### src/rtl/mrope_ram.sv
// Generic single-write, single-read RAM with registered read data.
`timescale 1ns / 1ps

module mrope_ram #(
    parameter int WIDTH = 32,
    parameter int DEPTH = 64
) (
    input  logic                     clk,
    input  logic                     we,
    input  logic [$clog2(DEPTH)-1:0] waddr,
    input  logic [WIDTH-1:0]         wdata,
    input  logic                     re,
    input  logic [$clog2(DEPTH)-1:0] raddr,
    output logic [WIDTH-1:0]         rdata
);

    logic [WIDTH-1:0] mem [DEPTH];
    logic [WIDTH-1:0] rdata_reg;

    always_ff @(posedge clk)
    begin
        if (we)
        begin
            mem[waddr] <= wdata;
        end
        if (re)
        begin
            rdata_reg <= mem[raddr];
        end
    end

    assign rdata = rdata_reg;

endmodule

### config.mk
export PLATFORM = sky130hd
export DESIGN_NAME = mrope_ram
export DESIGN_NICKNAME = d
export VERILOG_FILES = /design/src/rtl/mrope_ram.sv
export SDC_FILE = /design/constraint.sdc
export NUM_CORES = 2
export LEC_CHECK = 0
export BUFFER_PORTS_ARGS = -buffer_cell sky130_fd_sc_hd__buf_2
export CAP_MARGIN = 20
export CELL_PAD_IN_SITES_DETAIL_PLACEMENT = 0
export CELL_PAD_IN_SITES_GLOBAL_PLACEMENT = 1
export CORE_UTILIZATION = 51
export CTS_CLUSTER_SIZE = 20
export DETAILED_ROUTE_END_ITERATION = 12
export GPL_TIMING_DRIVEN = 1
export HOLD_SLACK_MARGIN = 0.1
export MAX_ROUTING_LAYER = met4
export PLACE_DENSITY = 0.75
export SETUP_SLACK_MARGIN = 0.5
export SLEW_MARGIN = 30
export SYNTH_ARGS = -nofsm -noshare
export SYNTH_HDL_FRONTEND = slang
export SYNTH_SLANG_ARGS = --single-unit
### constraint.sdc
create_clock -name clk -period 3.7 [get_ports clk]
set_clock_uncertainty 0.2 [all_clocks]
set_input_delay 0.185 -clock clk [delete_from_list [all_inputs] [get_ports clk]]
set_output_delay 0.185 -clock clk [all_outputs]
set_load 0.03 [all_outputs]
Word-level counts from Yosys, hierarchy flattened
Memory sizes are Yosys's and may differ from the RTL's. A register that Yosys moved wholly into a read port is not among the register bits. Index checks and enable logic that the tools add are counted.

Multiplexer cells: 2.

Operators with widths (count): $mux W1 (2).

Memory bits (writable): 2048. Word-level logic and storage cells: 3. Memories: 1. Output and inout bits: 32. Input port bits: 47. Flip-flop bits (word level): 0.

Memories: mem (words 64, width 32, rd ports 1, clocked after memory_dff 1, write ports 1, line 17) `logic [WIDTH-1:0] mem [DEPTH];`.

Depth between registers and ports, before layout
Depth after elaboration: 2. Mapped depth: 10. Gate-level depth less buffers: 5.

Worst setup path before layout
OpenSTA, ideal clock, no wires.

Path type: input -> register. From: in waddr[3]. To: mem mem[48][0] (enable). Buffers on the path: 1. Data arrival time: 2.884 ns. Stages on the path: 4. Required time: 3.039 ns. Path slack: 0.155 ns. Library setup time: 0.461 ns. Path through: clkbuf_1 > nor2b_1 > nand4b_1 > nor3_1.

RTL lines: start, declared (line 10) `input logic [$clog2(DEPTH)-1:0] waddr,`; end, declared (line 17).

No word-level cell before the write port.

Worst setup path after layout
From: in waddr[2]. To: mem mem[50][0] (enable).

No word-level cell before the write port.

==> metrics.yaml <==
run_status:
  status: "finished, final reports clean"
power_and_ir_drop:
  p_clk_share_pct: 40.2
  p_comb_share_pct: 5.2
  power_leakage_uw: 0.0281
  power.internal_uw: 37900
  power_per_cell_area_nw_per_um2: 532
  seq_power_share_pct: 54.6
  switching_share_pct: 21.1
  switchingPower_uw: 10200
  peakVddDrop_mv: 0.438
clock_network:
  htree_levels: 4
  clockRootBuffer: "clkbuf_16"
  numCtsBuffers: 196
  cts_tree: "done"
  post_cts_buffers: 0
  clk_pin_slew_ns: 0.06
  clock_latency_ns: 0.83
  clock_sinks: 2080
  cts_max_path_buffers: 3
yosys:
  yosysSeqAreaShare_pct: 79.2
  async_reset_ff_share_pct: 0
  synthSimpleGateAreaFrac_pct: 1.26
  synthMuxAreaShare_pct: 16.7
  synth_compound_area_share_pct: 1.67
  netlist-cell-type-count: 33
  ys_ff_latch: 2080
  postSynthCellCount: 3324
  synthXorXnorAreaFrac_pct: 0
  syn_avg_cell_area_um2: 23.7
  synth_edf_count: 2080
  synth_fa_ha_area_share_pct: 0
  synth_nets: 3371
  yosysWarnings: 0
  synth_top_family_by_area: "multiplexers"
  ys.flop_type: "edfxtp_1"
  synthesis.area_um2: 78800
cells_and_area:
  drive_gt1_share_pct: 30.1
  n_fill_cell: 10500
  final_design_area_no_fill_um2: 90300
  finalNonFillerCells: 5856
  mostFrequentLayoutCell: "edfxtp_1"
  syn_to_final_growth_pct: 14.5
  nets: 3704
  mostFrequentLayoutCells: "2080 x edfxtp_1, 544 x mux4_2, 202 x clkbuf_16"
  largest_reg_flops: 2048
grt:
  antenna_found_initial: 15
  grt-ovfl-total: 0
  grt_usage_pct: 27.0
  grt_start_max_net_pins: 65
  grt_pass1_vias: 37500
  grt_first_pass_wirelength_mm: 285
worst_setup_path:
  crit_family: "buffers and inverters"
  worstSetupStartpointType: "input port"
  critPathBufInv: 4
  critPathSlowestCell: "dlygate4sd3_1"
  crit_type: "input port to flip-flop"
  cp.required_ns: 3.95
  critPathMostFrequentCell: "dlygate4sd3_1"
  cp_cell_sequence: "dlygate4sd3_1, buf_2, nand2b_1, dlygate4sd3_1, nor2_4, dlygate4sd3_1"
  cp.arrival_ns: 3.02
  cp-end-kind: "flip-flop"
  critical_path.max_fanout: 10
  slowest_delay_ns: 1.03
timing:
  hold_violations: 0
  tightestPinTransition_ns: 1.03
  setup_violations: 0
  fmax_ghz: 0.361
  final.min_clock_period_ns: 2.77
  slew_violations: 0
  whs_ns: 0.178
  min_period_over_period_pct: 74.8
  fin_tns_setup_ns: 0
  maxSlewHeadroom_pct: 31.3
  rsz0062_at_grt: "false"
floorplanning:
  die_w_um: 395
  die_h_um: 395
  initial_core_util_pct: 51.7
  std_cell_rows: 143
  dieArea_um2: 156000
  core_region_area_um2: 153000
  io_pins: 79
routing:
  dr.pass1.iters: 7
  vias: 37900
  antenna_left: 0
  wl_per_cell_um: 34.4
  routed_wl_mm: 202
  drtIter0Drc: 5166
  drc: 0
  vias_per_cell: 6.46
worst_hold_path:
  hold_path.class: "input port to flip-flop"
placement:
  place_congestion: 0.818
  dp_cells: 5443
  dp_hpwl_mm: 110
  portBuffers: 78
  placed_area_um2: 83700
flow_run:
  drv_cap: 0
## layout make-up
cell class | count | area [um^2] | area share (%)
antenna | 11 | 27.5 | 0.0305
clock buffer | 241 | 5200 | 5.76
clock inverter | 115 | 908 | 1.01
multi-input combinational | 1062 | 16000 | 17.7
sequential | 2080 | 62500 | 69.2
tap | 2030 | 2540 | 2.81
timing repair buffer | 317 | 3160 | 3.50
## power by group through the flow
stage / sequential (uW) / clock (uW) / combinational [uW]
after detailed placement: 26700 / 0 / 2460
final: 26200 / 19300 / 2500
after global placement: 26700 / 0 / 2420
after floorplan: 26800 / 0 / 1270
after global routing: 26200 / 20400 / 2630
after CTS: 26200 / 19500 / 2510
## per-layer routing
| layer | vias to the layer above | wire length (um) | share of wire (%) | track usage, % |
|---|---|---|---|---|
| met3 | 269 | 21100 | 10 | 5.78 |
| met2 | 2134 | 97300 | 48 | 41.2 |
| met4 | 0 | 4530 | 2.2 | 6.82 |
| met5 | - | 0 | 0 | - |
| li1 | 15000 | - | - | - |
| met1 | 20500 | 78800 | 39 | 37.6 |
## final timing paths
| kind | startpoint | endpoint | slack [ns] | cells after the start |
|---|---|---|---|---|
| setup / recovery | waddr[2] | mem[50][0]$_DFFE_PP_ | 0.93 | 6 |
| hold / removal | wdata[3] | mem[16][3]$_DFFE_PP_ | 0.18 | 2 |
| setup reg to reg | mem[15][21]$_DFFE_PP_ | rdata[21]$_DFFE_PP_ | 1.10 | 4 |
| hold reg to reg | mem[12][8]$_DFFE_PP_ | rdata[8]$_DFFE_PP_ | 0.62 | 4 |
## synthesized netlist by cell type (2+ instances only)
master    instances  share of area (%)
nand2b_1          8              0.063
o22ai_1          84               0.67
a311oi_1          8              0.089
nor3_1            7              0.044
a21oi_1          62               0.39
buf_2            57               0.36
and3_1            4              0.032
o221ai_1         27               0.30
or3_1             3              0.024
clkbuf_1         74               0.35
a41o_1            4              0.051
nor2_1          137               0.65
nor2b_1          15               0.12
or3b_2            3              0.033
and2_1            2              0.016
buf_4            25               0.24
edfxtp_1       2080                 79
nand3b_1          5              0.048
a22oi_1          12               0.11
nand2_1          26               0.12
o32ai_1           4              0.044
nand3_1           5              0.032
buf_1            21               0.10
or3b_1            2              0.022
buf_6             5              0.071
mux2i_1          93                1.2
mux4_2          544                 16
nand4_1           2              0.016
## worst register-to-register path, stage by stage, from the launching register on
cell and delay, ns:
edfxtp_1 0.38, mux4_2 0.50, mux4_2 0.47, o22ai_1 0.65
nor2_1 0.12
## logic make-up (layout without fill, tap and decap cells)
| group | Yosys count | count (layout) |
|---|---|---|
| AOI/OAI and AO/OA | 202 | 202 |
| buffers and inverters | 182 | 673 |
| DFF | 2080 | 2080 |
| muxes | 637 | 637 |
| other | 0 | 11 |
| and+or+nand+nor | 223 | 223 |
## metrics by stage
stage               power [uW]  setup WS [ns]  utilization [%]
CTS                      48300          0.912             59.1
global placement         29100          0.383             54.8
detailed placement       29200          0.393             54.8
finish                   48000          0.932             59.2
global route             49300          0.890             59.1
floorplan                28000          0.663                -
## timing repair
action	CTS	global route
hold buffers	46	0
hold endpoints to repair	2408	0
gates resized for setup	0	0
Note: power is estimated with default switching activity, not from simulation.
