--- src/rtl/mrope_pkg.sv ---
// Shared types, constants and tables for the multimodal rotary cos/sin generator.
`timescale 1ns / 1ps

package mrope_pkg;

    localparam int MAX_HALF_DIM = 64;
    localparam int POS_BITS     = 24;
    localparam int OUT_BITS     = 16;

    localparam int FREQ_W       = 32;
    localparam int FIDX_W       = 6;
    localparam int DIM_W        = 6;
    localparam int SEC_W        = 7;
    localparam int AXIS_W       = 2;
    localparam int CFG_IDX_W    = 2;
    localparam int CFG_DATA_W   = 7;
    localparam int CNT_W        = 10;

    localparam int CORDIC_STEPS = 24;
    localparam int CW           = 34;
    localparam int ZW           = 33;
    localparam logic [31:0] CORDIC_GAIN = 32'h26DD3B6A;
    localparam logic [31:0] EIGHTH_TURN = 32'h20000000;

    localparam logic [CFG_IDX_W-1:0] CFG_STYLE  = 2'd0;
    localparam logic [CFG_IDX_W-1:0] CFG_SEC_T  = 2'd1;
    localparam logic [CFG_IDX_W-1:0] CFG_SEC_H  = 2'd2;
    localparam logic [CFG_IDX_W-1:0] CFG_SEC_W  = 2'd3;

    localparam logic [SEC_W-1:0] SEC_T_RESET = 7'd16;
    localparam logic [SEC_W-1:0] SEC_H_RESET = 7'd24;
    localparam logic [SEC_W-1:0] SEC_W_RESET = 7'd24;

    localparam logic [AXIS_W-1:0] AXIS_TEMPORAL = 2'd0;
    localparam logic [AXIS_W-1:0] AXIS_HEIGHT   = 2'd1;
    localparam logic [AXIS_W-1:0] AXIS_WIDTH    = 2'd2;

    localparam logic ACTION_LOAD = 1'b0;
    localparam logic ACTION_GEN  = 1'b1;

    localparam logic STYLE_BLOCK  = 1'b0;
    localparam logic STYLE_STRIDE = 1'b1;

    typedef struct packed {
        logic             style;
        logic [SEC_W-1:0] sec_t;
        logic [SEC_W-1:0] sec_h;
        logic [SEC_W-1:0] sec_w;
    } cfg_t;

    typedef struct packed {
        logic empty;
        logic full;
    } q_status_t;

    typedef struct packed {
        logic [DIM_W-1:0]  dim;
        logic [AXIS_W-1:0] axis;
        logic              last_tok;
        logic              last_seq;
    } side_t;

    typedef enum logic {
        SEQ_IDLE,
        SEQ_RUN
    } seq_state_t;

    // arctangent of 2^-k in Q0.32 turns
    function automatic logic [31:0] atan_turn(input int k);
        logic [31:0] a;
        unique case (k)
            0:  a = 32'h20000000;
            1:  a = 32'h12E4051E;
            2:  a = 32'h09FB385B;
            3:  a = 32'h051111D4;
            4:  a = 32'h028B0D43;
            5:  a = 32'h0145D7E1;
            6:  a = 32'h00A2F61E;
            7:  a = 32'h00517C55;
            8:  a = 32'h0028BE53;
            9:  a = 32'h00145F2F;
            10: a = 32'h000A2F98;
            11: a = 32'h000517CC;
            12: a = 32'h00028BE6;
            13: a = 32'h000145F3;
            14: a = 32'h0000A2FA;
            15: a = 32'h0000517D;
            16: a = 32'h000028BE;
            17: a = 32'h0000145F;
            18: a = 32'h00000A30;
            19: a = 32'h00000518;
            20: a = 32'h0000028C;
            21: a = 32'h00000146;
            22: a = 32'h000000A3;
            default: a = 32'h00000051;
        endcase
        return a;
    endfunction

endpackage

--- src/rtl/mrope_queue.sv ---
// Two-entry queue carrying position beats from the front end to the sequencer.
`timescale 1ns / 1ps

module mrope_queue #(
    parameter int WIDTH = 73
) (
    input  logic                 clk,
    input  logic                 rst_n,
    input  logic                 push,
    input  logic [WIDTH-1:0]     push_data,
    input  logic                 pop,
    output logic [WIDTH-1:0]     pop_data,
    output mrope_pkg::q_status_t status
);

    logic [WIDTH-1:0] entry_reg [2];
    logic             wr_ptr_reg, wr_ptr_next;
    logic             rd_ptr_reg, rd_ptr_next;
    logic [1:0]       count_reg, count_next;

    always_comb
    begin
        wr_ptr_next = wr_ptr_reg ^ push;
        rd_ptr_next = rd_ptr_reg ^ pop;
        count_next  = count_reg + 2'(push) - 2'(pop);
    end

    always_ff @(posedge clk or negedge rst_n)
    begin
        if (!rst_n)
        begin
            wr_ptr_reg <= 1'b0;
            rd_ptr_reg <= 1'b0;
            count_reg  <= 2'd0;
        end
        else
        begin
            wr_ptr_reg <= wr_ptr_next;
            rd_ptr_reg <= rd_ptr_next;
            count_reg  <= count_next;
        end
    end

    always_ff @(posedge clk)
    begin
        if (push)
        begin
            entry_reg[wr_ptr_reg] <= push_data;
        end
    end

    assign pop_data     = entry_reg[rd_ptr_reg];
    assign status.empty = (count_reg == 2'd0);
    assign status.full  = (count_reg == 2'd2);

endmodule

--- config.mk ---
export PLATFORM = sky130hd
export DESIGN_NAME = mrope_queue
export DESIGN_NICKNAME = d
export VERILOG_FILES = /design/src/rtl/mrope_pkg.sv /design/src/rtl/mrope_queue.sv
export SDC_FILE = /design/constraint.sdc
export NUM_CORES = 1
export LEC_CHECK = 0
export BUFFER_PORTS_ARGS = -buffer_cell sky130_fd_sc_hd__buf_2
export CAP_MARGIN = 20
export CELL_PAD_IN_SITES_DETAIL_PLACEMENT = 0
export CELL_PAD_IN_SITES_GLOBAL_PLACEMENT = 1
export CORE_MARGIN = 2
export CORE_UTILIZATION = 45
export CTS_CLUSTER_DIAMETER = 40
export CTS_CLUSTER_SIZE = 16
export DETAILED_ROUTE_END_ITERATION = 8
export GPL_TIMING_DRIVEN = 0
export PLACE_DENSITY_LB_ADDON = 0.1
export SLEW_MARGIN = 20
export SYNTH_ARGS = -nofsm -noshare
export SYNTH_HDL_FRONTEND = slang
export SYNTH_SLANG_ARGS = --single-unit
export TNS_END_PERCENT = 50
--- constraint.sdc ---
create_clock -name clk -period 7.1 [get_ports clk]
set_clock_uncertainty 0.1 [all_clocks]
set_input_delay 1.065 -clock clk [delete_from_list [all_inputs] [get_ports clk]]
set_output_delay 1.065 -clock clk [all_outputs]
set_load 0.01 [all_outputs]
Yosys cells after proc, flatten, opt, wreduce, memory -nomap -nowiden
Memory sizes are Yosys's and may differ from the RTL's. Index checks and enable logic that the tools add are counted.

Bits in registers: 4. RAM bits: 146. Word-level logic and storage cells: 12. Memories kept: 1. ROM bits: 0. Bits in latches: 0. Output and inout port bits: 75.

Memories: entry_reg (depth 2, width 73, rd ports 1, clocked after memory_dff 0, write ports 1, RTL line mrope_queue.sv:16) `logic [WIDTH-1:0] entry_reg [2];`.

Multiply operators: 0. Shift-type cells: 0. Mux-type cells: 2. Order comparisons: 0. Add/sub/neg operators: 2. Reduce and logical (&&, ||, !) cells: 1. Eq/ne operators: 1. Bitwise logic cells: 2. Div/mod/pow operators: 0.

Operators by type and width (number): 2-bit by 1-bit adder with 2-bit output (1); 2-bit == test (second input constant) (1); 2-bit logical NOT (1); 1-bit two-way mux (2); 2-bit by 1-bit subtractor with 2-bit output (1); 1-bit bitwise XOR (2).

Longest topological paths before layout
Gate-level depths: netlist (run 1).

Depth after elaboration: 2. Mapped depth: 5.

Least setup slack after synthesis (run 1)
OpenSTA, ideal clock, no wires.

Kind: input to register. Start: input push. End: memory entry_reg[0][0] (enable). Library setup time: 0.439 ns. Data arrival time: 2.822 ns. Path slack: 3.739 ns. Path buffers: 0. Stages: 1. Cells stage by stage: ha_1.

Cells in the longest elaborated chain, start to end: 2.

Ends and longest elaborated chain: from (decl) (RTL line mrope_queue.sv:9) `input logic push,`; 1-bit two-way mux (RTL line mrope_queue.sv:46) `if (push)`; 1-bit two-way mux (implied by the code) (RTL line mrope_queue.sv:48) `entry_reg[wr_ptr_reg] <= push_data;`; to (decl) (RTL line mrope_queue.sv:16).

Every way passes these cells.

Final worst setup path (run 1)
Start: register rd_ptr_reg. End: output pop_data[49].

Cells in the longest elaborated chain, start to end: 1.

Ends and longest elaborated chain: from (decl) (RTL line mrope_queue.sv:18) `logic rd_ptr_reg, rd_ptr_next;`; from (signal assigned) (RTL line mrope_queue.sv:39) `rd_ptr_reg <= rd_ptr_next;`; memory read 2 x 73 bit; to (decl) (RTL line mrope_queue.sv:12) `output logic [WIDTH-1:0] pop_data,`.

Every way passes these cells.

==> flow_summary.html, run 1 <==
<table>
<tr><th>Metric</th><th>Value</th></tr>
<tr><th colspan="2">Pwr</th></tr>
<tr><td>Total power</td><td>0.00293 W</td></tr>
<tr><td>Gate power share</td><td>0.319</td></tr>
<tr><td>PwrDens</td><td>403 nW/um^2</td></tr>
<tr><td>Total internal power</td><td>around 0.0021 W</td></tr>
<tr><td>Switching power total</td><td>about 0.00079 W</td></tr>
<tr><td>Worst ir drop on vdd</td><td>a little under 0.2 mV</td></tr>
<tr><td>Fraction of power spent switching nets</td><td>0.271</td></tr>
<tr><td>Static Leak</td><td>2.95 nW</td></tr>
<tr><td>Part of the total power dissipated in the clock network</td><td>0.265</td></tr>
<tr><td>Reg power frac</td><td>0.416</td></tr>
<tr><th colspan="2">Finish</th></tr>
<tr><td>Flip-flop count of the largest register after layout</td><td>146</td></tr>
<tr><td>Post-layout net count</td><td>496</td></tr>
<tr><td>Number of non-filler instances in the completed layout</td><td>between 500 and 600</td></tr>
<tr><td>Area Overhead vs Synth</td><td>27.2%</td></tr>
<tr><td>Ant diodes</td><td>0</td></tr>
<tr><td>Fraction of final layout cells sized beyond drive strength 1</td><td>0.609</td></tr>
<tr><td>Fillers</td><td>roughly 1000</td></tr>
<tr><th colspan="2">Yosys</th></tr>
<tr><td>Mean Syn Cell Area</td><td>between 20 and 25 um^2</td></tr>
<tr><td>Net Count, Synth</td><td>between 300 and 400</td></tr>
<tr><td>Leading post-synthesis cells by cell area</td><td>sky130_fd_sc_hd__edfxtp_1 77%, sky130_fd_sc_hd__mux2_4 16%, sky130_fd_sc_hd__mux2_2 2.6%</td></tr>
<tr><td>Synthesized-area fraction occupied by adder cells</td><td>0.00875</td></tr>
<tr><td>Cell area after synthesis</td><td>~5700 um^2</td></tr>
<tr><td>Simple-gate area share of the yosys netlist</td><td>0.00175</td></tr>
<tr><td>Portion of synthesized cell area occupied by the leading cell type</td><td>0.766</td></tr>
<tr><td>Cell count after synthesis</td><td>about 240</td></tr>
<tr><td>Cell type contributing the most total cell area after synthesis</td><td>sky130_fd_sc_hd__edfxtp_1</td></tr>
<tr><td>Number of different library cells in the post-synthesis netlist</td><td>12</td></tr>
<tr><td>Part of the Yosys area used for sequential elements</td><td>0.784</td></tr>
<tr><td>Xor/xnor share of the synthesized area</td><td>0.00568</td></tr>
<tr><td>Synth Area in Compound Gates</td><td>0</td></tr>
<tr><td>Multiplexer share of the synthesized area</td><td>0.183</td></tr>
<tr><td>Largest family of logic cells by synthesized area</td><td>multiplexers</td></tr>
<tr><td>Flip-flop and latch count after synthesis</td><td>150</td></tr>
<tr><td>Synth warnings</td><td>0</td></tr>
<tr><th colspan="2">Route</th></tr>
<tr><td>Number of DRC markers after the initial detailed-route iteration</td><td>between 100 and 150</td></tr>
<tr><td>Pre-Repair DR Iteration Count</td><td>4</td></tr>
<tr><td>Top routing layer in use</td><td>met4</td></tr>
<tr><td>Post-route DRC</td><td>0</td></tr>
<tr><td>DR WL met3</td><td>851 um</td></tr>
<tr><td>Routed WL</td><td>~9500 um</td></tr>
<tr><td>Via density per instance</td><td>around 4.6</td></tr>
<tr><td>Detail Route Antenna Nets</td><td>0</td></tr>
<tr><td>Per-cell routed wire length</td><td>16.0 um</td></tr>
<tr><td>Routed metal-1 wirelength</td><td>3690 um</td></tr>
<tr><td>Met2 WL</td><td>4810 um</td></tr>
<tr><td>Detailed-route via count</td><td>between 2000 and 3000</td></tr>
<tr><th colspan="2">Run</th></tr>
<tr><td>Max cap viols</td><td>0</td></tr>
<tr><th colspan="2">GRT</th></tr>
<tr><td>Maximum number of pins on one net before global-route repair</td><td>47</td></tr>
<tr><td>Total routing resource utilization after global routing</td><td>0.145</td></tr>
<tr><td>Initial antenna violation count</td><td>0</td></tr>
<tr><td>Global-route wire length before repair</td><td>roughly 14000 um</td></tr>
<tr><td>Gr ovfl total</td><td>0</td></tr>
<tr><td>Via count of the first global-routing pass</td><td>2857</td></tr>
<tr><th colspan="2">Setup path</th></tr>
<tr><td>Worst endpoint data arrival time</td><td>~1600 ps</td></tr>
<tr><td>Nature of the critical path endpoint</td><td>output port</td></tr>
<tr><td>Startpoint type of the worst setup path</td><td>register</td></tr>
<tr><td>CP required</td><td>slightly below 6000 ps</td></tr>
<tr><td>Worst setup path class</td><td>register to output port</td></tr>
<tr><td>Largest fanout on the critical path</td><td>10</td></tr>
<tr><th colspan="2">Timing</th></tr>
<tr><td>Max Clock Freq</td><td>0.360 GHz</td></tr>
<tr><td>Final hold violations</td><td>0</td></tr>
<tr><td>Max-slew headroom at the worst pin</td><td>0.695</td></tr>
<tr><td>Minimum clock period</td><td>2780 ps</td></tr>
<tr><td>Measured slew at the worst slew-check pin</td><td>~460 ps</td></tr>
<tr><td>Final worst-path setup slack</td><td>4320 ps</td></tr>
<tr><td>RSZ-0062 raised after global routing</td><td>false</td></tr>
<tr><td>Setup TNS</td><td>0 ps</td></tr>
<tr><td>Final max-slew violation count</td><td>0</td></tr>
<tr><td>Final cycle utilization of the critical path</td><td>0.391</td></tr>
<tr><td>Setup Viol. Count Final</td><td>0</td></tr>
<tr><th colspan="2">Placement</th></tr>
<tr><td>Hpwl dp</td><td>~6300 um</td></tr>
<tr><td>Placed insts</td><td>568</td></tr>
<tr><td>DP Worst Slack</td><td>between 4000 and 5000 ps</td></tr>
<tr><td>Number of I/O port buffers</td><td>~150</td></tr>
<tr><td>Routability congestion estimate</td><td>around 0.65</td></tr>
<tr><th colspan="2">Floorplanning</th></tr>
<tr><td>Die height</td><td>117 um</td></tr>
<tr><td>Area of the die</td><td>13600 um^2</td></tr>
<tr><td>Number of ports placed on the die boundary</td><td>152</td></tr>
<tr><td>Placeable Area</td><td>approximately 13000 um^2</td></tr>
<tr><td>Number of standard-cell rows in the floorplan</td><td>41</td></tr>
<tr><td>Initial core utilization</td><td>0.457</td></tr>
<tr><td>Chip Width</td><td>roughly 120 um</td></tr>
<tr><th colspan="2">Clock network</th></tr>
<tr><td>Number of buffers on the longest clock path</td><td>2</td></tr>
<tr><td>Number of buffers inserted during clock tree synthesis</td><td>17</td></tr>
<tr><td>Post-CTS setup buffer count</td><td>0</td></tr>
<tr><td>Number of sinks on the clock net</td><td>150</td></tr>
<tr><td>CTS HTree Levels</td><td>4</td></tr>
<tr><td>Root buffer cell</td><td>sky130_fd_sc_hd__clkbuf_16</td></tr>
<tr><td>Worst-Skew Late Latency</td><td>420 ps</td></tr>
<tr><td>Clock edge transition at the registers on the reported setup and hold paths</td><td>50 ps</td></tr>
<tr><td>Post-CTS Resized</td><td>0</td></tr>
<tr><td>TritonCTS clock tree</td><td>built</td></tr>
<tr><td>Post-CTS Hold Fix Bufs</td><td>0</td></tr>
<tr><th colspan="2">Hold path</th></tr>
<tr><td>Type of the tightest min-delay check</td><td>input pin to asynchronous set/reset pin</td></tr>
<tr><th colspan="2">Run status</th></tr>
<tr><td>Outcome</td><td>finished, final reports clean</td></tr>
</table>
[power groups by stage]
stage	clock network (W)	logic [W]	registers [W]
3_3_place_gp	0	0.000923	0.00125
2_1_floorplan	0	0.000638	0.00124
5_1_grt	0.000831	0.00101	0.00123
3_5_place_dp	0	0.000954	0.00124
6_report	0.000777	0.000935	0.00122
4_1_cts	0.000797	0.000957	0.00122
[final timing paths]
kind,from,end,slack [ps],cells past startpoint
setup reg to reg,wr_ptr_reg,entry_reg[0][25],5420,3
hold / removal,rst_n,count_reg[1],340,1
hold reg to reg,count_reg[1],count_reg[1],530,1
setup / recovery,rd_ptr_reg,pop_data[49],4320,4
max in group asynchronous,rst_n,rd_ptr_reg,6440,1
min in group clk,count_reg[1],count_reg[1],530,1
[synth_stat cells]
master	count
sky130_fd_sc_hd__edfxtp_1	146
sky130_fd_sc_hd__dfrtp_1	4
sky130_fd_sc_hd__xor3_1	1
sky130_fd_sc_hd__buf_2	1
sky130_fd_sc_hd__nor2_1	1
sky130_fd_sc_hd__nor2b_1	1
sky130_fd_sc_hd__mux2_4	60
sky130_fd_sc_hd__buf_6	7
sky130_fd_sc_hd__inv_1	4
sky130_fd_sc_hd__xor2_1	1
sky130_fd_sc_hd__mux2_2	13
sky130_fd_sc_hd__ha_1	4
[critical path, stage by stage, from the launching register on]
cell and delay (ps):
sky130_fd_sc_hd__dfrtp_1 350, sky130_fd_sc_hd__buf_6 180, sky130_fd_sc_hd__buf_6 200, sky130_fd_sc_hd__mux2_4 320, sky130_fd_sc_hd__buf_2 140
[layout make-up]
| type | instances | area (um^2) | area share |
|---|---|---|---|
| sequential | 150 | 4480 | 0.616 |
| multi-input combinational | 81 | 1160 | 0.160 |
| timing repair buffer | 153 | 811 | 0.111 |
| clock buffer | 22 | 444 | 0.0610 |
| tap | 172 | 215 | 0.0296 |
| buffer | 8 | 83.8 | 0.0115 |
| clock inverter | 7 | 58.8 | 0.00808 |
| inverter | 4 | 15.0 | 0.00206 |
[routing by layer]
layer,vias up,track usage
met1,1340,0.150
met5,-,0
li1,1302,-
met3,15,0.0767
met2,94,0.239
met4,0,0.0761
[kinds of logic after synthesis]
group | Yosys count
adders and majority gates | 4
muxes | 73
DFF | 150
buffers and inverters | 12
xor gates and xnor gates | 2
and+or+nand+nor | 2
[cell usage in the layout, fill, tap and decap left out]
cell	count
sky130_fd_sc_hd__mux2_4	60
sky130_fd_sc_hd__bufinv_16	1
sky130_fd_sc_hd__buf_16	2
sky130_fd_sc_hd__nor2b_1	1
sky130_fd_sc_hd__nor2_1	1
sky130_fd_sc_hd__ha_4	2
sky130_fd_sc_hd__edfxtp_1	146
sky130_fd_sc_hd__xor2_1	1
sky130_fd_sc_hd__ha_1	2
sky130_fd_sc_hd__clkbuf_16	17
sky130_fd_sc_hd__dfrtp_1	4
sky130_fd_sc_hd__mux2_2	13
sky130_fd_sc_hd__buf_2	152
sky130_fd_sc_hd__clkinv_1	1
sky130_fd_sc_hd__clkbuf_1	5
sky130_fd_sc_hd__inv_1	4
sky130_fd_sc_hd__xor3_1	1
sky130_fd_sc_hd__buf_6	7
sky130_fd_sc_hd__clkinv_2	5
[metrics by stage]
| stage | cell area [um^2] | hold slack [ps] | utilization |
|---|---|---|---|
| floorplan | 5720 | 480 | - |
| global placement | 6690 | 498 | 0.535 |
| detailed placement | 6770 | 527 | 0.541 |
| CTS | 7280 | 326 | 0.581 |
| global route | 7280 | 330 | 0.581 |
| finish | 7280 | 341 | 0.581 |
(Power assumes the default switching activity.)
==> inputs of run 2 (changes only) <==
ABC_AREA = 1   (was unset)
CORE_UTILIZATION = 38   (was 45)
clock period = 2.5 ns   (was 7.1 ns; I/O delays follow)
==> flow_summary.html, run 2 <==
<table>
<tr><th>Metric</th><th>Value</th></tr>
<tr><th colspan="2">Placement</th></tr>
<tr><td>Placed insts</td><td>742 (+31%)</td></tr>
<tr><td>Routability congestion estimate</td><td>0.673 (+3.4%)</td></tr>
<tr><td>Number of I/O port buffers</td><td>151 (unchanged)</td></tr>
<tr><td>Hpwl dp</td><td>7220 um (+14%)</td></tr>
<tr><th colspan="2">Finish</th></tr>
<tr><td>Final Core Density</td><td>0.509 (-0.0719)</td></tr>
<tr><td>Number of non-filler instances in the completed layout</td><td>775 (+30%)</td></tr>
<tr><td>Ant diodes</td><td>0 (unchanged)</td></tr>
<tr><td>Flip-flop count of the largest register after layout</td><td>146 (unchanged)</td></tr>
<tr><td>Commonest non-fill, non-tap cell in the layout</td><td>sky130_fd_sc_hd__buf_2</td></tr>
<tr><td>Fraction of final layout cells sized beyond drive strength 1</td><td>0.340 (-0.269)</td></tr>
<tr><td>Most frequent cells in the layout</td><td>152 x sky130_fd_sc_hd__buf_2, 146 x sky130_fd_sc_hd__edfxtp_1, 80 x sky130_fd_sc_hd__inv_1</td></tr>
<tr><td>Post-layout net count</td><td>659 (+33%)</td></tr>
<tr><td>Area Overhead vs Synth</td><td>30.8%</td></tr>
<tr><th colspan="2">Yosys</th></tr>
<tr><td>Simple-gate area share of the yosys netlist</td><td>0.0537 (+0.0520)</td></tr>
<tr><td>Top_reg_cell synth</td><td>sky130_fd_sc_hd__edfxtp_1</td></tr>
<tr><td>Cell type contributing the most total cell area after synthesis</td><td>sky130_fd_sc_hd__edfxtp_1</td></tr>
<tr><td>Number of different library cells in the post-synthesis netlist</td><td>13 (+1)</td></tr>
<tr><td>Async SR Flop Fraction</td><td>0.0267 (unchanged)</td></tr>
<tr><td>Cell count after synthesis</td><td>405 (+67%)</td></tr>
<tr><td>Cell area after synthesis</td><td>5680 um^2 (-0.74%)</td></tr>
<tr><td>Synth Area in Compound Gates</td><td>0.0643 (+0.0643)</td></tr>
<tr><td>Multiplexer share of the synthesized area</td><td>0 (-0.183)</td></tr>
<tr><td>Xor/xnor share of the synthesized area</td><td>0.00154 (-0.00414)</td></tr>
<tr><td>Number of enable flip-flop cells after synthesis</td><td>146 (unchanged)</td></tr>
<tr><td>Synth warnings</td><td>0 (unchanged)</td></tr>
<tr><td>Net Count, Synth</td><td>486 (+50%)</td></tr>
<tr><td>Leading post-synthesis cells by cell area</td><td>sky130_fd_sc_hd__edfxtp_1 77%, sky130_fd_sc_hd__inv_1 5.3%, sky130_fd_sc_hd__nand2_1 5.2%</td></tr>
<tr><td>Synthesized-area fraction occupied by adder cells</td><td>0.00881 (+0.0000655)</td></tr>
<tr><td>Most used standard cell by instance count after synthesis</td><td>sky130_fd_sc_hd__edfxtp_1</td></tr>
<tr><td>Portion of synthesized cell area occupied by the leading cell type</td><td>0.772 (+0.00574)</td></tr>
<tr><td>Mean Syn Cell Area</td><td>14.0 um^2 (-40%)</td></tr>
<tr><td>Largest family of logic cells by synthesized area</td><td>buffers and inverters</td></tr>
<tr><td>Part of the Yosys area used for sequential elements</td><td>0.789 (+0.00587)</td></tr>
<tr><td>Flip-flop and latch count after synthesis</td><td>150 (unchanged)</td></tr>
<tr><td>Synth top cells by count</td><td>146 x sky130_fd_sc_hd__edfxtp_1, 80 x sky130_fd_sc_hd__inv_1, 78 x sky130_fd_sc_hd__nand2_1</td></tr>
<tr><th colspan="2">Route</th></tr>
<tr><td>Detailed-route via count</td><td>3426 (+25%)</td></tr>
<tr><td>Via density per instance</td><td>4.42 (-4.1%)</td></tr>
<tr><td>Routed WL</td><td>10900 um (+14%)</td></tr>
<tr><td>Post-route DRC</td><td>0 (unchanged)</td></tr>
<tr><td>Pre-Repair DR Iteration Count</td><td>6 (+2)</td></tr>
<tr><td>Number of DRC markers after the initial detailed-route iteration</td><td>198 (+53%)</td></tr>
<tr><td>Detail Route Antenna Nets</td><td>0 (unchanged)</td></tr>
<tr><td>Per-cell routed wire length</td><td>14.1 um (-12%)</td></tr>
<tr><th colspan="2">Floorplanning</th></tr>
<tr><td>Placeable Area</td><td>14600 um^2 (+17%)</td></tr>
<tr><td>Chip Width</td><td>126 um (+8.1%)</td></tr>
<tr><td>Initial core utilization</td><td>0.389 (-0.0679)</td></tr>
<tr><td>Area of the die</td><td>15900 um^2 (+17%)</td></tr>
<tr><td>Number of ports placed on the die boundary</td><td>152 (unchanged)</td></tr>
<tr><td>Die height</td><td>126 um (+8.1%)</td></tr>
<tr><td>Number of standard-cell rows in the floorplan</td><td>44 (+7.3%)</td></tr>
<tr><th colspan="2">Pwr</th></tr>
<tr><td>Worst ir drop on vdd</td><td>1.05 mV (+430%)</td></tr>
<tr><td>Static Leak</td><td>3.21 nW (+8.8%)</td></tr>
<tr><td>PwrDens</td><td>1210 nW/um^2 (+200%)</td></tr>
<tr><th colspan="2">GRT</th></tr>
<tr><td>Total routing resource utilization after global routing</td><td>0.144 (-0.00104)</td></tr>
<tr><td>Most Crowded Layer GR</td><td>met2</td></tr>
<tr><td>Via count of the first global-routing pass</td><td>3501 (+23%)</td></tr>
<tr><td>Maximum number of pins on one net before global-route repair</td><td>49 (+4.3%)</td></tr>
<tr><td>Gr ovfl total</td><td>0 (unchanged)</td></tr>
<tr><td>Initial antenna violation count</td><td>0 (unchanged)</td></tr>
<tr><td>Global Route met1 Usage</td><td>0.177 (+0.0267)</td></tr>
<tr><td>Met3 Use GR</td><td>0.0663 (-0.0105)</td></tr>
<tr><td>Fraction of met2 tracks used by global routing</td><td>0.228 (-0.0110)</td></tr>
<tr><td>Global-route wire length before repair</td><td>17300 um (+24%)</td></tr>
<tr><th colspan="2">Run</th></tr>
<tr><td>Max cap viols</td><td>0 (unchanged)</td></tr>
<tr><th colspan="2">Setup path</th></tr>
<tr><td>CP required</td><td>2030 ps (-3900 ps)</td></tr>
<tr><td>Startpoint type of the worst setup path</td><td>register</td></tr>
<tr><td>Largest fanout on the critical path</td><td>10 (unchanged)</td></tr>
<tr><td>Critical path startpoint</td><td>rd_ptr_reg</td></tr>
<tr><td>Worst endpoint data arrival time</td><td>1540 ps (-70 ps)</td></tr>
<tr><td>Nature of the critical path endpoint</td><td>output port</td></tr>
<tr><td>Worst setup path class</td><td>register to output port</td></tr>
<tr><td>Worst flop-to-flop path startpoint</td><td>wr_ptr_reg</td></tr>
<tr><th colspan="2">Clock network</th></tr>
<tr><td>CTS HTree Levels</td><td>4 (unchanged)</td></tr>
<tr><td>TritonCTS clock tree</td><td>built</td></tr>
<tr><td>Worst-Skew Late Latency</td><td>410 ps (about the same)</td></tr>
<tr><td>Number of buffers on the longest clock path</td><td>2 (unchanged)</td></tr>
<tr><td>Root buffer cell</td><td>sky130_fd_sc_hd__clkbuf_16</td></tr>
<tr><td>Post-CTS setup buffer count</td><td>0 (unchanged)</td></tr>
<tr><td>Number of sinks on the clock net</td><td>150 (unchanged)</td></tr>
<tr><td>Clock edge transition at the registers on the reported setup and hold paths</td><td>60 ps (about the same)</td></tr>
<tr><td>Number of buffers inserted during clock tree synthesis</td><td>17 (unchanged)</td></tr>
<tr><th colspan="2">Timing</th></tr>
<tr><td>Setup Viol. Count Final</td><td>0 (unchanged)</td></tr>
<tr><td>Max Clock Freq</td><td>about 0.50 GHz</td></tr>
<tr><td>Measured slew at the worst slew-check pin</td><td>532 ps (+74.0 ps)</td></tr>
<tr><td>Minimum clock period</td><td>slightly above 2000 ps</td></tr>
<tr><td>Final max-slew violation count</td><td>0 (unchanged)</td></tr>
<tr><td>Max-slew headroom at the worst pin</td><td>0.645 (-0.0493)</td></tr>
<tr><td>RSZ-0062 raised after global routing</td><td>false</td></tr>
<tr><td>Final hold violations</td><td>0 (unchanged)</td></tr>
<tr><td>Final cycle utilization of the critical path</td><td>0.805</td></tr>
<tr><th colspan="2">Run status</th></tr>
<tr><td>Outcome</td><td>finished, final reports clean</td></tr>
<tr><th colspan="2">Hold path</th></tr>
<tr><td>Hold Startpoint</td><td>push_data[66]</td></tr>
<tr><td>Type of the tightest min-delay check</td><td>input pin to register</td></tr>
</table>
## run 2: cell count changes after synthesis
cell and change:
sky130_fd_sc_hd__buf_4 +2, sky130_fd_sc_hd__o21ai_1 +16, sky130_fd_sc_hd__inv_1 +76, sky130_fd_sc_hd__nor2_1 +1
sky130_fd_sc_hd__nand2_1 +78, sky130_fd_sc_hd__mux2_2 -13, sky130_fd_sc_hd__xor3_1 -1, sky130_fd_sc_hd__nor2b_1 -1
sky130_fd_sc_hd__buf_6 +6, sky130_fd_sc_hd__o21ai_0 +57, sky130_fd_sc_hd__nand3_1 +1, sky130_fd_sc_hd__mux2_4 -60
## run 2: final cells by class
| type | count | area, um^2 |
|---|---|---|
| fill | 1293 | 7160 |
| sequential | 150 | 4480 |
| timing repair buffer | 154 | 813 |
| multi-input combinational | 159 | 754 |
| clock buffer | 17 | 425 |
| inverter | 80 | 300 |
| clock inverter | 15 | 258 |
| tap | 184 | 230 |
| buffer | 16 | 166 |
## run 2: layer usage
layer  up-vias  share of wire
met5         -              0
li1       1713              -
met4         0          0.012
met2       118           0.48
met1      1584           0.42
met3        11          0.087
## run 2: final timing paths
path	slack, ps	endpoint	depth (start not counted)
setup / recovery	490	pop_data[52]	4
hold / removal	50	entry_reg[1][66]	1
setup reg to reg	830	entry_reg[0][35]	3
hold reg to reg	500	count_reg[1]	3
max in group asynchronous	1970	rd_ptr_reg	2
min in group asynchronous	210	count_reg[1]	2
## run 2: what timing repair did
item                      in CTS  in global routing
hold endpoints to repair       4                  0
resized for setup              0                  0
hold buffers                   1                  0
## run 2: per-stage QoR
| step | setup slack [ps] | power [W] | hold slack [ps] | setup TNS [ps] | instance area, um^2 |
|---|---|---|---|---|---|
| floorplan | -171 | 0.00502 | -20.6 | -12520 | 5680 |
| global placement | -1440 | 0.00613 | 91.7 | -113440 | 6670 |
| detailed placement | 655 | 0.00619 | 91.4 | 0 | 6740 |
| CTS | 476 | 0.00912 | 25.1 | 0 | 7430 |
| global route | 386 | 0.00951 | 27.6 | 0 | 7430 |
| finish | 488 | 0.00896 | 48.6 | 0 | 7430 |
## run 2: power by group
part / switching [W] / internal, W
logic: 0.00160 / 0.00100
clock network: 0.000941 / 0.00196
registers: 0.000116 / 0.00334
## run 2: worst max-delay path, stage by stage, from the launching register on
cell and delay (ps):
sky130_fd_sc_hd__dfrtp_1 400, sky130_fd_sc_hd__buf_6 170, sky130_fd_sc_hd__buf_6 150, sky130_fd_sc_hd__o21ai_0 230, sky130_fd_sc_hd__buf_2 180
## run 2: logic make-up (layout without fill, tap and decap cells)
| group | count (synthesis) | in the layout |
|---|---|---|
| AND/OR/NAND/NOR | 81 | 81 |
| buffers and inverters | 96 | 282 |
| flip-flops | 150 | 150 |
| adder cells (fa/ha/maj) | 4 | 4 |
| AO/OA/AOI/OAI | 73 | 73 |
| XOR/XNOR | 1 | 1 |
